`config.mk`:
```
export PLATFORM = sky130hd
export DESIGN_NAME = epoch_seconds_to_utc_date
export DESIGN_NICKNAME = d
export VERILOG_FILES = /design/src/e2utc_pkg.sv /design/src/e2utc_tod.sv /design/src/e2utc_date.sv /design/src/epoch_seconds_to_utc_date.sv
export VERILOG_INCLUDE_DIRS = /design/src /design/src/src
export SDC_FILE = /design/constraint.sdc
export NUM_CORES = 2
export LEC_CHECK = 0
export BUFFER_PORTS_ARGS = -buffer_cell sky130_fd_sc_hd__buf_4
export CAP_MARGIN = 20
export CELL_PAD_IN_SITES_DETAIL_PLACEMENT = 1
export CELL_PAD_IN_SITES_GLOBAL_PLACEMENT = 1
export CORE_MARGIN = 4
export CORE_UTILIZATION = 37
export DETAILED_ROUTE_END_ITERATION = 12
export PLACE_DENSITY_LB_ADDON = 0.1
export RECOVER_POWER = 25
export SKIP_CTS_REPAIR_TIMING = 1
export SYNTH_ARGS = -nofsm -noshare
export SYNTH_HDL_FRONTEND = slang
export SYNTH_SLANG_ARGS = --single-unit
export TNS_END_PERCENT = 5
```
`constraint.sdc`:
```
create_clock -name clk -period 7.7 [get_ports clk]
set_input_delay 1.155 -clock clk [delete_from_list [all_inputs] [get_ports clk]]
set_output_delay 1.155 -clock clk [all_outputs]
set_load 0.05 [all_outputs]
```
`src/assert_macros.svh`:
```
// Assertion helpers for the file that carries checks.
`ifndef ASSERT_MACROS_SVH
`define ASSERT_MACROS_SVH

// Property checked on every rising clock edge outside reset.
`define ASSERT_CLK(label, prop, msg) \
  label: assert property (@(posedge clk) disable iff (!rst_n) prop) else $error(msg);

// Implication checked on every rising clock edge outside reset.
`define ASSERT_IMPLY(label, pre, post, msg) \
  label: assert property (@(posedge clk) disable iff (!rst_n) (pre) |-> (post)) \
    else $error(msg);

`endif

```
`src/e2utc_pkg.sv`:
```
package e2utc_pkg;

  // Reciprocals floor(2^k / d) for estimate-and-correct division by constants.
  localparam logic [26:0] RECIP_15_HI = 27'd71582788;  // k = 30
  localparam logic [21:0] RECIP_15_LO = 22'd2236962;   // k = 25
  localparam logic [16:0] RECIP_3     = 17'd87381;     // k = 18
  localparam logic [13:0] RECIP_7     = 14'd9362;      // k = 16
  localparam logic [5:0]  RECIP_1461  = 6'd44;         // k = 16

  localparam logic [10:0] DAYS_PER_QUAD  = 11'd1461;
  localparam logic [9:0]  DAYS_1968_1970 = 10'd731;
  localparam logic [7:0]  BASE_YEAR      = 8'd68;
  localparam logic [8:0]  DAYS_LEAP_YEAR = 9'd366;
  localparam logic [8:0]  DAYS_YEAR      = 9'd365;
  localparam logic [2:0]  EPOCH_WEEKDAY  = 3'd4;
  localparam logic [31:0] LIMIT_2100     = 32'd4102444800;

  typedef struct packed {
    logic        valid;
    logic [15:0] days;
    logic [4:0]  hour;
    logic [5:0]  minute;
    logic [5:0]  second;
    logic        in_range;
  } tod_t;

  typedef struct packed {
    logic       valid;
    logic [5:0] second;
    logic [5:0] minute;
    logic [4:0] hour;
    logic [2:0] weekday;
    logic [4:0] day_of_month;
    logic [3:0] month;
    logic [7:0] years_since_1900;
    logic       in_range;
  } date_t;

  // Day of year on which a month begins, counted from zero.
  function automatic logic [8:0] month_start(input logic leap, input logic [3:0] idx);
    logic [8:0] base;
    base = 9'd0;
    unique case (idx)
      4'd0:    base = 9'd0;
      4'd1:    base = 9'd31;
      4'd2:    base = 9'd59;
      4'd3:    base = 9'd90;
      4'd4:    base = 9'd120;
      4'd5:    base = 9'd151;
      4'd6:    base = 9'd181;
      4'd7:    base = 9'd212;
      4'd8:    base = 9'd243;
      4'd9:    base = 9'd273;
      4'd10:   base = 9'd304;
      4'd11:   base = 9'd334;
      default: base = 9'd0;
    endcase
    if (leap && (idx >= 4'd2)) begin
      base = base + 9'd1;
    end
    return base;
  endfunction

endpackage

```
`src/e2utc_tod.sv`:
```
module e2utc_tod (
  input  logic               clk,
  input  logic               rst_n,
  input  logic               in_valid,
  input  logic [31:0]        epoch,
  output e2utc_pkg::tod_t    tod
);

  // Stage 1: estimate of (t / 4) / 15.
  logic        v1_r;
  logic [56:0] p1_r;
  logic [4:0]  xlo1_r;
  logic [1:0]  lo1_r;
  logic        rng1_r;

  // Stage 2: minutes since epoch and second.
  logic        v2_r;
  logic [26:0] q1_r;
  logic [5:0]  sec2_r;
  logic        rng2_r;

  // Stage 3: estimate of (minutes / 4) / 15.
  logic        v3_r;
  logic [46:0] p2_r;
  logic [4:0]  xlo3_r;
  logic [1:0]  lo3_r;
  logic [5:0]  sec3_r;
  logic        rng3_r;

  // Stage 4: hours since epoch and minute.
  logic        v4_r;
  logic [20:0] q2_r;
  logic [5:0]  min4_r;
  logic [5:0]  sec4_r;
  logic        rng4_r;

  // Stage 5: estimate of (hours / 8) / 3.
  logic        v5_r;
  logic [34:0] p3_r;
  logic [2:0]  xlo5_r;
  logic [2:0]  lo5_r;
  logic [5:0]  min5_r;
  logic [5:0]  sec5_r;
  logic        rng5_r;

  // Stage 6: days since epoch and hour.
  logic        v6_r;
  logic [15:0] days6_r;
  logic [4:0]  hr6_r;
  logic [5:0]  min6_r;
  logic [5:0]  sec6_r;
  logic        rng6_r;

  logic [56:0] p1_nxt;
  logic [26:0] q1_est;
  logic [30:0] q1_x15;
  logic [4:0]  r1;
  logic [26:0] q1_nxt;
  logic [5:0]  sec2_nxt;
  logic [46:0] p2_nxt;
  logic [20:0] q2_est;
  logic [25:0] q2_x15;
  logic [4:0]  r2;
  logic [20:0] q2_nxt;
  logic [5:0]  min4_nxt;
  logic [34:0] p3_nxt;
  logic [15:0] q3_est;
  logic [17:0] q3_x3;
  logic [2:0]  r3;
  logic [15:0] days6_nxt;
  logic [4:0]  hr6_nxt;

  always_comb begin
    p1_nxt = {27'd0, epoch[31:2]} * {30'd0, e2utc_pkg::RECIP_15_HI};

    q1_est = p1_r[56:30];
    q1_x15 = {q1_est, 4'd0} - {4'd0, q1_est};
    r1     = xlo1_r - q1_x15[4:0];
    if (r1 >= 5'd15) begin
      q1_nxt   = q1_est + 27'd1;
      sec2_nxt = {4'(r1 - 5'd15), lo1_r};
    end else begin
      q1_nxt   = q1_est;
      sec2_nxt = {r1[3:0], lo1_r};
    end

    p2_nxt = {22'd0, q1_r[26:2]} * {25'd0, e2utc_pkg::RECIP_15_LO};

    q2_est = p2_r[45:25];
    q2_x15 = {1'b0, q2_est, 4'd0} - {5'd0, q2_est};
    r2     = xlo3_r - q2_x15[4:0];
    if (r2 >= 5'd15) begin
      q2_nxt   = q2_est + 21'd1;
      min4_nxt = {4'(r2 - 5'd15), lo3_r};
    end else begin
      q2_nxt   = q2_est;
      min4_nxt = {r2[3:0], lo3_r};
    end

    p3_nxt = {17'd0, q2_r[20:3]} * {18'd0, e2utc_pkg::RECIP_3};

    q3_est = p3_r[33:18];
    q3_x3  = {1'b0, q3_est, 1'b0} + {2'd0, q3_est};
    r3     = xlo5_r - q3_x3[2:0];
    if (r3 >= 3'd3) begin
      days6_nxt = q3_est + 16'd1;
      hr6_nxt   = {2'(r3 - 3'd3), lo5_r};
    end else begin
      days6_nxt = q3_est;
      hr6_nxt   = {r3[1:0], lo5_r};
    end
  end

  always_ff @(posedge clk) begin
    if (!rst_n) begin
      v1_r <= 1'b0;
      v2_r <= 1'b0;
      v3_r <= 1'b0;
      v4_r <= 1'b0;
      v5_r <= 1'b0;
      v6_r <= 1'b0;
    end else begin
      v1_r <= in_valid;
      v2_r <= v1_r;
      v3_r <= v2_r;
      v4_r <= v3_r;
      v5_r <= v4_r;
      v6_r <= v5_r;
    end
  end

  always_ff @(posedge clk) begin
    p1_r    <= p1_nxt;
    xlo1_r  <= epoch[6:2];
    lo1_r   <= epoch[1:0];
    rng1_r  <= (epoch < e2utc_pkg::LIMIT_2100);

    q1_r    <= q1_nxt;
    sec2_r  <= sec2_nxt;
    rng2_r  <= rng1_r;

    p2_r    <= p2_nxt;
    xlo3_r  <= q1_r[6:2];
    lo3_r   <= q1_r[1:0];
    sec3_r  <= sec2_r;
    rng3_r  <= rng2_r;

    q2_r    <= q2_nxt;
    min4_r  <= min4_nxt;
    sec4_r  <= sec3_r;
    rng4_r  <= rng3_r;

    p3_r    <= p3_nxt;
    xlo5_r  <= q2_r[5:3];
    lo5_r   <= q2_r[2:0];
    min5_r  <= min4_r;
    sec5_r  <= sec4_r;
    rng5_r  <= rng4_r;

    days6_r <= days6_nxt;
    hr6_r   <= hr6_nxt;
    min6_r  <= min5_r;
    sec6_r  <= sec5_r;
    rng6_r  <= rng5_r;
  end

  assign tod.valid    = v6_r;
  assign tod.days     = days6_r;
  assign tod.hour     = hr6_r;
  assign tod.minute   = min6_r;
  assign tod.second   = sec6_r;
  assign tod.in_range = rng6_r;

endmodule

```
`src/e2utc_date.sv`:
```
module e2utc_date (
  input  logic               clk,
  input  logic               rst_n,
  input  e2utc_pkg::tod_t    tod,
  output e2utc_pkg::date_t   date
);

  // Stage 7: estimates for the weekday and the four-year group.
  logic        v7_r;
  logic [29:0] p4_r;
  logic [3:0]  wlo7_r;
  logic [21:0] p5_r;
  logic [11:0] dlo7_r;
  logic [4:0]  hr7_r;
  logic [5:0]  min7_r;
  logic [5:0]  sec7_r;
  logic        rng7_r;

  // Stage 8: weekday, group number and day within the group.
  logic        v8_r;
  logic [2:0]  wd8_r;
  logic [5:0]  quads8_r;
  logic [10:0] dq8_r;
  logic [4:0]  hr8_r;
  logic [5:0]  min8_r;
  logic [5:0]  sec8_r;
  logic        rng8_r;

  // Stage 9: year and day of year.
  logic        v9_r;
  logic [7:0]  year9_r;
  logic [8:0]  doy9_r;
  logic        leap9_r;
  logic [2:0]  wd9_r;
  logic [4:0]  hr9_r;
  logic [5:0]  min9_r;
  logic [5:0]  sec9_r;
  logic        rng9_r;

  // Stage 10: month.
  logic        v10_r;
  logic [3:0]  mon10_r;
  logic [8:0]  doy10_r;
  logic        leap10_r;
  logic [7:0]  year10_r;
  logic [2:0]  wd10_r;
  logic [4:0]  hr10_r;
  logic [5:0]  min10_r;
  logic [5:0]  sec10_r;
  logic        rng10_r;

  // Stage 11: result register.
  logic        v11_r;
  logic [4:0]  dom11_r;
  logic [3:0]  mon11_r;
  logic [7:0]  year11_r;
  logic [2:0]  wd11_r;
  logic [4:0]  hr11_r;
  logic [5:0]  min11_r;
  logic [5:0]  sec11_r;
  logic        rng11_r;

  logic [15:0] wday_in;
  logic [15:0] dgrp_in;
  logic [29:0] p4_nxt;
  logic [21:0] p5_nxt;
  logic [13:0] q7_est;
  logic [16:0] q7_x7;
  logic [3:0]  r7;
  logic [2:0]  wd8_nxt;
  logic [5:0]  qd_est;
  logic [11:0] qd_x1461;
  logic [11:0] rd;
  logic [5:0]  quads8_nxt;
  logic [10:0] dq8_nxt;
  logic [10:0] yrest;
  logic [7:0]  year9_nxt;
  logic [8:0]  doy9_nxt;
  logic        leap9_nxt;
  logic [3:0]  mon10_nxt;
  logic [8:0]  mstart;
  logic [4:0]  dom11_nxt;

  always_comb begin
    wday_in = tod.days + 16'(e2utc_pkg::EPOCH_WEEKDAY);
    dgrp_in = tod.days + 16'(e2utc_pkg::DAYS_1968_1970);
    p4_nxt  = {14'd0, wday_in} * {16'd0, e2utc_pkg::RECIP_7};
    p5_nxt  = {6'd0, dgrp_in} * {16'd0, e2utc_pkg::RECIP_1461};

    q7_est = p4_r[29:16];
    q7_x7  = {q7_est, 3'd0} - {3'd0, q7_est};
    r7     = wlo7_r - q7_x7[3:0];
    if (r7 >= 4'd7) begin
      wd8_nxt = 3'(r7 - 4'd7);
    end else begin
      wd8_nxt = r7[2:0];
    end

    qd_est   = p5_r[21:16];
    qd_x1461 = 12'(qd_est) * 12'(e2utc_pkg::DAYS_PER_QUAD);
    rd       = dlo7_r - qd_x1461;
    if (rd >= 12'(e2utc_pkg::DAYS_PER_QUAD)) begin
      quads8_nxt = qd_est + 6'd1;
      dq8_nxt    = 11'(rd - 12'(e2utc_pkg::DAYS_PER_QUAD));
    end else begin
      quads8_nxt = qd_est;
      dq8_nxt    = rd[10:0];
    end

    // The first year of each group is the leap year; the three after it
    // are normal years.
    yrest     = dq8_r - 11'(e2utc_pkg::DAYS_LEAP_YEAR);
    year9_nxt = e2utc_pkg::BASE_YEAR + {quads8_r, 2'd0};
    leap9_nxt = 1'b0;
    if (dq8_r < 11'(e2utc_pkg::DAYS_LEAP_YEAR)) begin
      leap9_nxt = 1'b1;
      doy9_nxt  = dq8_r[8:0];
    end else if (yrest >= 11'd730) begin
      year9_nxt = year9_nxt + 8'd3;
      doy9_nxt  = 9'(yrest - 11'd730);
    end else if (yrest >= 11'(e2utc_pkg::DAYS_YEAR)) begin
      year9_nxt = year9_nxt + 8'd2;
      doy9_nxt  = 9'(yrest - 11'(e2utc_pkg::DAYS_YEAR));
    end else begin
      year9_nxt = year9_nxt + 8'd1;
      doy9_nxt  = yrest[8:0];
    end

    // Month index is the number of later month starts already reached.
    mon10_nxt = 4'd0;
    for (int i = 1; i < 12; i++) begin
      if (doy9_r >= e2utc_pkg::month_start(leap9_r, 4'(i))) begin
        mon10_nxt = mon10_nxt + 4'd1;
      end
    end

    mstart    = e2utc_pkg::month_start(leap10_r, mon10_r);
    dom11_nxt = 5'(doy10_r - mstart + 9'd1);
  end

  always_ff @(posedge clk) begin
    if (!rst_n) begin
      v7_r  <= 1'b0;
      v8_r  <= 1'b0;
      v9_r  <= 1'b0;
      v10_r <= 1'b0;
      v11_r <= 1'b0;
    end else begin
      v7_r  <= tod.valid;
      v8_r  <= v7_r;
      v9_r  <= v8_r;
      v10_r <= v9_r;
      v11_r <= v10_r;
    end
  end

  always_ff @(posedge clk) begin
    p4_r     <= p4_nxt;
    wlo7_r   <= wday_in[3:0];
    p5_r     <= p5_nxt;
    dlo7_r   <= dgrp_in[11:0];
    hr7_r    <= tod.hour;
    min7_r   <= tod.minute;
    sec7_r   <= tod.second;
    rng7_r   <= tod.in_range;

    wd8_r    <= wd8_nxt;
    quads8_r <= quads8_nxt;
    dq8_r    <= dq8_nxt;
    hr8_r    <= hr7_r;
    min8_r   <= min7_r;
    sec8_r   <= sec7_r;
    rng8_r   <= rng7_r;

    year9_r  <= year9_nxt;
    doy9_r   <= doy9_nxt;
    leap9_r  <= leap9_nxt;
    wd9_r    <= wd8_r;
    hr9_r    <= hr8_r;
    min9_r   <= min8_r;
    sec9_r   <= sec8_r;
    rng9_r   <= rng8_r;

    mon10_r  <= mon10_nxt;
    doy10_r  <= doy9_r;
    leap10_r <= leap9_r;
    year10_r <= year9_r;
    wd10_r   <= wd9_r;
    hr10_r   <= hr9_r;
    min10_r  <= min9_r;
    sec10_r  <= sec9_r;
    rng10_r  <= rng9_r;

    dom11_r  <= dom11_nxt;
    mon11_r  <= mon10_r;
    year11_r <= year10_r;
    wd11_r   <= wd10_r;
    hr11_r   <= hr10_r;
    min11_r  <= min10_r;
    sec11_r  <= sec10_r;
    rng11_r  <= rng10_r;
  end

  assign date.valid            = v11_r;
  assign date.second           = sec11_r;
  assign date.minute           = min11_r;
  assign date.hour             = hr11_r;
  assign date.weekday          = wd11_r;
  assign date.day_of_month     = dom11_r;
  assign date.month            = mon11_r;
  assign date.years_since_1900 = year11_r;
  assign date.in_range         = rng11_r;

endmodule

```
`src/epoch_seconds_to_utc_date.sv`:
```
// Converts a 32-bit count of seconds since 1970-01-01 UTC into second, minute,
// hour, weekday, day of month, month and years since 1900. Every fourth year is
// taken as a leap year, so 2100 counts as one; out_in_range is low for inputs
// from 2100-01-01 onward. The block takes one item in every cycle and busy is
// never high. Each result appears on out_valid at the end of the pipeline, for
// one cycle, and cannot be held off. The pipeline holds five divisions by
// constants, each a reciprocal multiply registered and then corrected in the
// next stage, plus the year and month lookup stages.
`include "assert_macros.svh"

module epoch_seconds_to_utc_date (
  input  logic        clk,
  input  logic        rst_n,
  input  logic        start,
  output logic        busy,
  input  logic [31:0] in_epoch_seconds,
  output logic        out_valid,
  output logic [5:0]  out_second,
  output logic [5:0]  out_minute,
  output logic [4:0]  out_hour,
  output logic [2:0]  out_weekday,
  output logic [4:0]  out_day_of_month,
  output logic [3:0]  out_month,
  output logic [7:0]  out_years_since_1900,
  output logic        out_in_range
);

  e2utc_pkg::tod_t  tod;
  e2utc_pkg::date_t date;

  assign busy = 1'b0;

  e2utc_tod u_tod (
    .clk      (clk),
    .rst_n    (rst_n),
    .in_valid (start),
    .epoch    (in_epoch_seconds),
    .tod      (tod)
  );

  e2utc_date u_date (
    .clk   (clk),
    .rst_n (rst_n),
    .tod   (tod),
    .date  (date)
  );

  assign out_valid            = date.valid;
  assign out_second           = date.second;
  assign out_minute           = date.minute;
  assign out_hour             = date.hour;
  assign out_weekday          = date.weekday;
  assign out_day_of_month     = date.day_of_month;
  assign out_month            = date.month;
  assign out_years_since_1900 = date.years_since_1900;
  assign out_in_range         = date.in_range;

  // Every accepted item comes out after the full pipeline depth.
  `ASSERT_CLK(a_item_latency, start |-> ##11 out_valid, "accepted item did not emerge")

  // A February result never runs past day 29.
  `ASSERT_IMPLY(a_feb_days, out_valid && (out_month == 4'd1), out_day_of_month <= 5'd29, "bad February day")

  // A result flagged in range lies before the year 2100.
  `ASSERT_IMPLY(a_range_year, out_valid && out_in_range, out_years_since_1900 <= 8'd199, "in-range year too late")

endmodule

```
# Word-level counts from Yosys, hierarchy flattened

Memories as Yosys holds them, arrays and structs flattened. A register that Yosys moved wholly into a read port is not among the register bits.
Index checks and enable logic that the tools add are counted.

Add/subtract/negate cells: 40
Reduce and logical (&&, ||, !) cells: 1
$lt $le $gt $ge: 21
Multipliers: 6
Mux-type cells: 38

Operators with widths:

| kind                   | count |
|---|---|
| $mul 30x25->55 const B | 1 |
| $mul 25x21->45 const B | 1 |
| $mux 4                 | 11 |
| $add 4x1->4 const B    | 9 |
| $ge 9x8->1             | 4 |
| $mul 18x17->34 const B | 1 |
| $lt 32x32->1 const B   | 1 |
| $add 27x1->27 const B  | 1 |
| $ge 9x9->1             | 3 |
| $mux 27                | 1 |
| $mux 9                 | 3 |
| $sub 5x5->5            | 5 |
| $mux 8                 | 3 |
| $add 21x1->21 const B  | 1 |
| $mux 21                | 1 |
| $mul 16x4->20 const B  | 1 |
| $mul 16x13->19 const B | 1 |
| $ge 9x7->1             | 2 |
| $mux 6                 | 3 |
| $add 16x1->16 const B  | 1 |
| $add 16x10->16 const B | 1 |
| $add 16x3->16 const B  | 1 |
| $add 8x2->8 const B    | 2 |
| $mux 16                | 1 |
| other kinds (33)       | 47 |

Register bits: 515
Logic and storage cells: 185
Memories: 1
Output and inout bits: 40
Bits of input ports: 35
ROM bits: 144

Memory list:

| memory           | depth | width | rd ports | clocked after memory_dff | wr ports | line            | RTL |
|---|---|---|---|---|---|---|---|
| (name not given) | 16    | 9     | 1        | 1                        | 0        | e2utc_pkg.sv:43 | `unique case (idx)` |

# Longest topological paths before layout

Depth in word-level cells: 22
Mapped depth: 38
Depth with buffers taken out: 38

# Modules after synthesis

From an unflattened synthesis, not the netlist that was laid out.

Cells, all modules: 3444
Area total of the unflattened synthesis: 34483.1 um2

Modules (own cells, without submodules):

| module                    | seq. area each (um2) | times used | cells an instance | area each (um2) |
|---|---|---|---|---|
| e2utc_tod                 | 4264.1               | 1          | 2298              | 22881.9 |
| e2utc_date                | 4164.0               | 1          | 1144              | 11589.9 |
| epoch_seconds_to_utc_date | 0.0                  | 1          | 2                 | 11.3 |

# Worst setup path before layout

Ideal clock, no wire load.

Path type: in2reg
From: in in_epoch_seconds[3]
To: reg u_tod.p1_r[48]
Buffers on the path: 0
Stages on the path: 21
Arrival: 6.746 ns
Slack: 0.882 ns
Setup time: 0.072 ns
Cell sequence: ha_1 -> fa_1 -> fa_1 -> inv_1 -> fa_1 -> inv_1 -> fa_1 -> fa_1 -> ha_1 -> nand2_1 -> o21bai_1 -> a21oi_1 -> a221o_1 -> a41oi_1 -> o21ai_0 -> and3_1 -> o21a_1 -> a211oi_1 -> a21oi_1 -> a21oi_1 -> xnor2_1

Word-level cells in the longest chain between the ends: 1

RTL lines:

| element              | line                            | RTL |
|---|---|---|
| start, declared      | epoch_seconds_to_utc_date.sv:16 | `input logic [31:0] in_epoch_seconds,` |
| $mul 30x25->55       | e2utc_tod.sv:74                 | `p1_nxt = {27'd0, epoch[31:2]} * {30'd0, e2utc_pkg::RECIP_15_HI};` |
| via u_tod.p1_nxt[48] | e2utc_tod.sv:54                 | `logic [56:0] p1_nxt;` |
| end signal, assigned | e2utc_tod.sv:133                | `p1_r <= p1_nxt;` |
| end, declared        | e2utc_tod.sv:11                 | `logic [56:0] p1_r;` |

The timed path passes the listed nets, and every way through them passes these cells.
A chain may end at the register's enable or synchronous reset.

==> results.cfg <==
[floorplanning]
design.die.area_um2 = 94500
io_pins = 75
initial_core_util_pct = 37.4
die_y_um = 307
dieWidth_um = 307
rows = 109
core_area_um2 = 88600

[placed_design]
place_hpwl_um = 66000
port_buffers = 73
place_congestion = 0.873

[logic_synthesis]
synth_fp_nets = 4259
synth.avg_cell_area_um2 = 10.3
synth_ff_type = dfxtp_1
yosysSeqAreaShare_pct = 25.4
syn_area_um2 = 33200
yosysUniqueCellTypes = 82
async_reset_ff_share_pct = 0
ys_warn_count = 0
synth_edf_count = 0
syn-instance-count = 3225
ys_seq_elements = 421

[route]
drt_wl_total_um = 77000
drtAntennaViolNets = 0
dr.pass1.iters = 4
drc = 0
vias_per_cell = 4.74
drtIter0Drc = 660
routedWlPerCell_um = 16.9
vias = 21600

[cells_and_area]
multiInputGateArea_um2 = 22100
layout-drive-gt1-share_pct = 6.18
syn_to_final_growth_pct = 11.4
final_cell_mix = 682 x ha_1, 676 x inv_1, 421 x dfxtp_1
mostFrequentLayoutCell = ha_1
seq_area_um2 = 8430
nFillCells = 9867
layout.nets = 4374

[global_routing]
grt_pass1_wl_um = 127000
grt_usage_pct = 16.7
antenna_found_initial = 3
overflow = 0
grt_pass1_vias = 24200
grt_max_degree = 16

[critical_path]
rr_startpoint = u_date.leap9_r
cp.arrival_ns = 7.48
r2r_setup_slack_ns = 0.72
reg2regPathDepth = 35
crit_required_ns = 8.20
crit_type = reg -> reg
start_kind = flip-flop
startpoint = u_date.leap9_r
timing.critical_path.mode_cell = ha_1
cp_max_fo = 6
slowest_delay_ns = 0.41
critPathSlowestCell = ha_1
end_kind = flip-flop

[sta]
layout_min_cycle_time_ns = 6.98
timing.final.crit_share_pct = 90.6
slew_headroom_pct = 43.9
rsz0062_at_grt = false
finClkSkew_ns = 0.0169
hold_viol_final = 0
slew_viol_final = 0
tightest_slew_ns = 0.835
fmax_mhz = 143
setup_viol = 0
setup_tns_ns = 0

[clock_network]
cts_tree = yes
clock_latency_ns = 0.62
cts_made_buffers = 50
clock-root-buffer = clkbuf_16
h-tree-depth = 2
ctsLongestPathBuffers = 3
cts.sinks = 421
clkTransAtPathRegs_ns = 0.06

[run_status]
status = completed

[job]
drv_cap = 0

[worst_hold_path]
hp-class = reg -> reg
[worst min path at each step]
stage                                from                to  slack (ns)  cells after the start
after CTS                 u_date.hr7_r[0]   u_date.hr8_r[0]        0.32                      0
final                      u_tod.hr6_r[2]   u_date.hr7_r[2]        0.32                      0
after floorplan           u_date.hr9_r[0]  u_date.hr10_r[0]        0.31                      0
after global placement    u_tod.sec6_r[0]  u_date.sec7_r[0]        0.31                      0
after global routing      u_tod.min5_r[0]   u_tod.min6_r[0]        0.33                      0
after detailed placement  u_tod.sec6_r[2]  u_date.sec7_r[2]        0.31                      0
[registers in the layout (all words and copies together), names as in the netlist, 8 cells and up, named ones only]
signal and cells:
u_tod.p3_r 18, u_tod.p2_r 21, u_date.year9_r 8, u_tod.p1_r 27
u_date.year10_r 8, u_tod.days6_r 16, u_tod.q1_r 27, u_date.dlo7_r 12
u_date.year11_r 8, u_date.doy9_r 9, u_tod.q2_r 21, u_date.dq8_r 11
[synth_stat cells, types with 6 or more instances]
master | count | area (um^2)
ha_1 | 682 | 8530
inv_1 | 676 | 2540
dfxtp_1 | 421 | 8430
fa_1 | 317 | 6350
xnor2_1 | 168 | 1470
nand2_1 | 121 | 454
nor2_1 | 121 | 454
a21oi_1 | 104 | 521
xor2_1 | 80 | 701
o21ai_0 | 73 | 365
nand3_1 | 54 | 270
a21o_1 | 40 | 300
o21a_1 | 29 | 218
nand4_1 | 28 | 175
nor3_1 | 26 | 130
and2_1 | 23 | 144
and3_1 | 21 | 131
nand2b_1 | 20 | 125
nor2b_1 | 17 | 106
a211oi_1 | 15 | 113
clkbuf_1 | 13 | 48.8
o21bai_1 | 11 | 82.6
mux2i_1 | 10 | 100
or2_2 | 10 | 62.6
a31o_2 | 8 | 70.1
a31oi_1 | 8 | 50.1
or3_1 | 8 | 50.1
o211ai_1 | 6 | 45.0
o31ai_1 | 6 | 45.0
[final cells by class]
class | instances | share of cell area, %
timing repair buffer | 82 | 1.67
clock inverter | 26 | 1.02
sequential | 421 | 22.8
inverter | 676 | 6.87
clock buffer | 66 | 3.77
multi-input combinational | 2109 | 59.9
antenna | 2 | 0.0135
tap | 1165 | 3.94
[critical path: cells and delay by family (launching register included)]
kind | cells | cell delay (ns)
flops | 1 | 0.40
fa+ha+maj | 7 | 2.13
xor+xnor | 5 | 0.85
mux | 2 | 0.31
simple gates | 8 | 1.00
compound gates | 10 | 1.91
buf+inv | 3 | 0.29
[logic make-up after synthesis]
family          count (synthesis)  share of synthesized area (%)
mux                            16                          0.517
fa+ha+maj                     999                           44.8
buf+inv                       695                           7.91
flops                         421                           25.4
other cells                     1                         0.0113
simple gates                  473                           6.97
xor+xnor                      257                           7.18
compound gates                363                           7.17
[per-stage QoR]
step / instance area, um^2 / worst slack [ns] / util, % / hold WS [ns] / instances
floorplan: 33200 / 0.882 / - / 0.310 / 3225
CTS: 36900 / 0.349 / 41.7 / 0.324 / 4545
finish: 37000 / 0.720 / 41.7 / 0.319 / 4547
global placement: 35200 / 0.494 / 39.7 / 0.310 / 4452
detailed placement: 35200 / 0.408 / 39.7 / 0.313 / 4453
global route: 37000 / 0.107 / 41.7 / 0.327 / 4545
[layer usage]
layer / share of wire, % / up-vias / global-route usage, % / wire length, um
met5: 0 / - / 0 / 0
met4: 1.8 / 0 / 3.28 / 1350
met3: 3.0 / 76 / 2.43 / 2340
met2: 47 / 193 / 27.9 / 35800
met1: 49 / 10600 / 23.1 / 37400
li1: - / 10700 / - / -
Power is not shown: default switching activity piles up to over one toggle a cycle in this logic, so the estimate is an artifact.
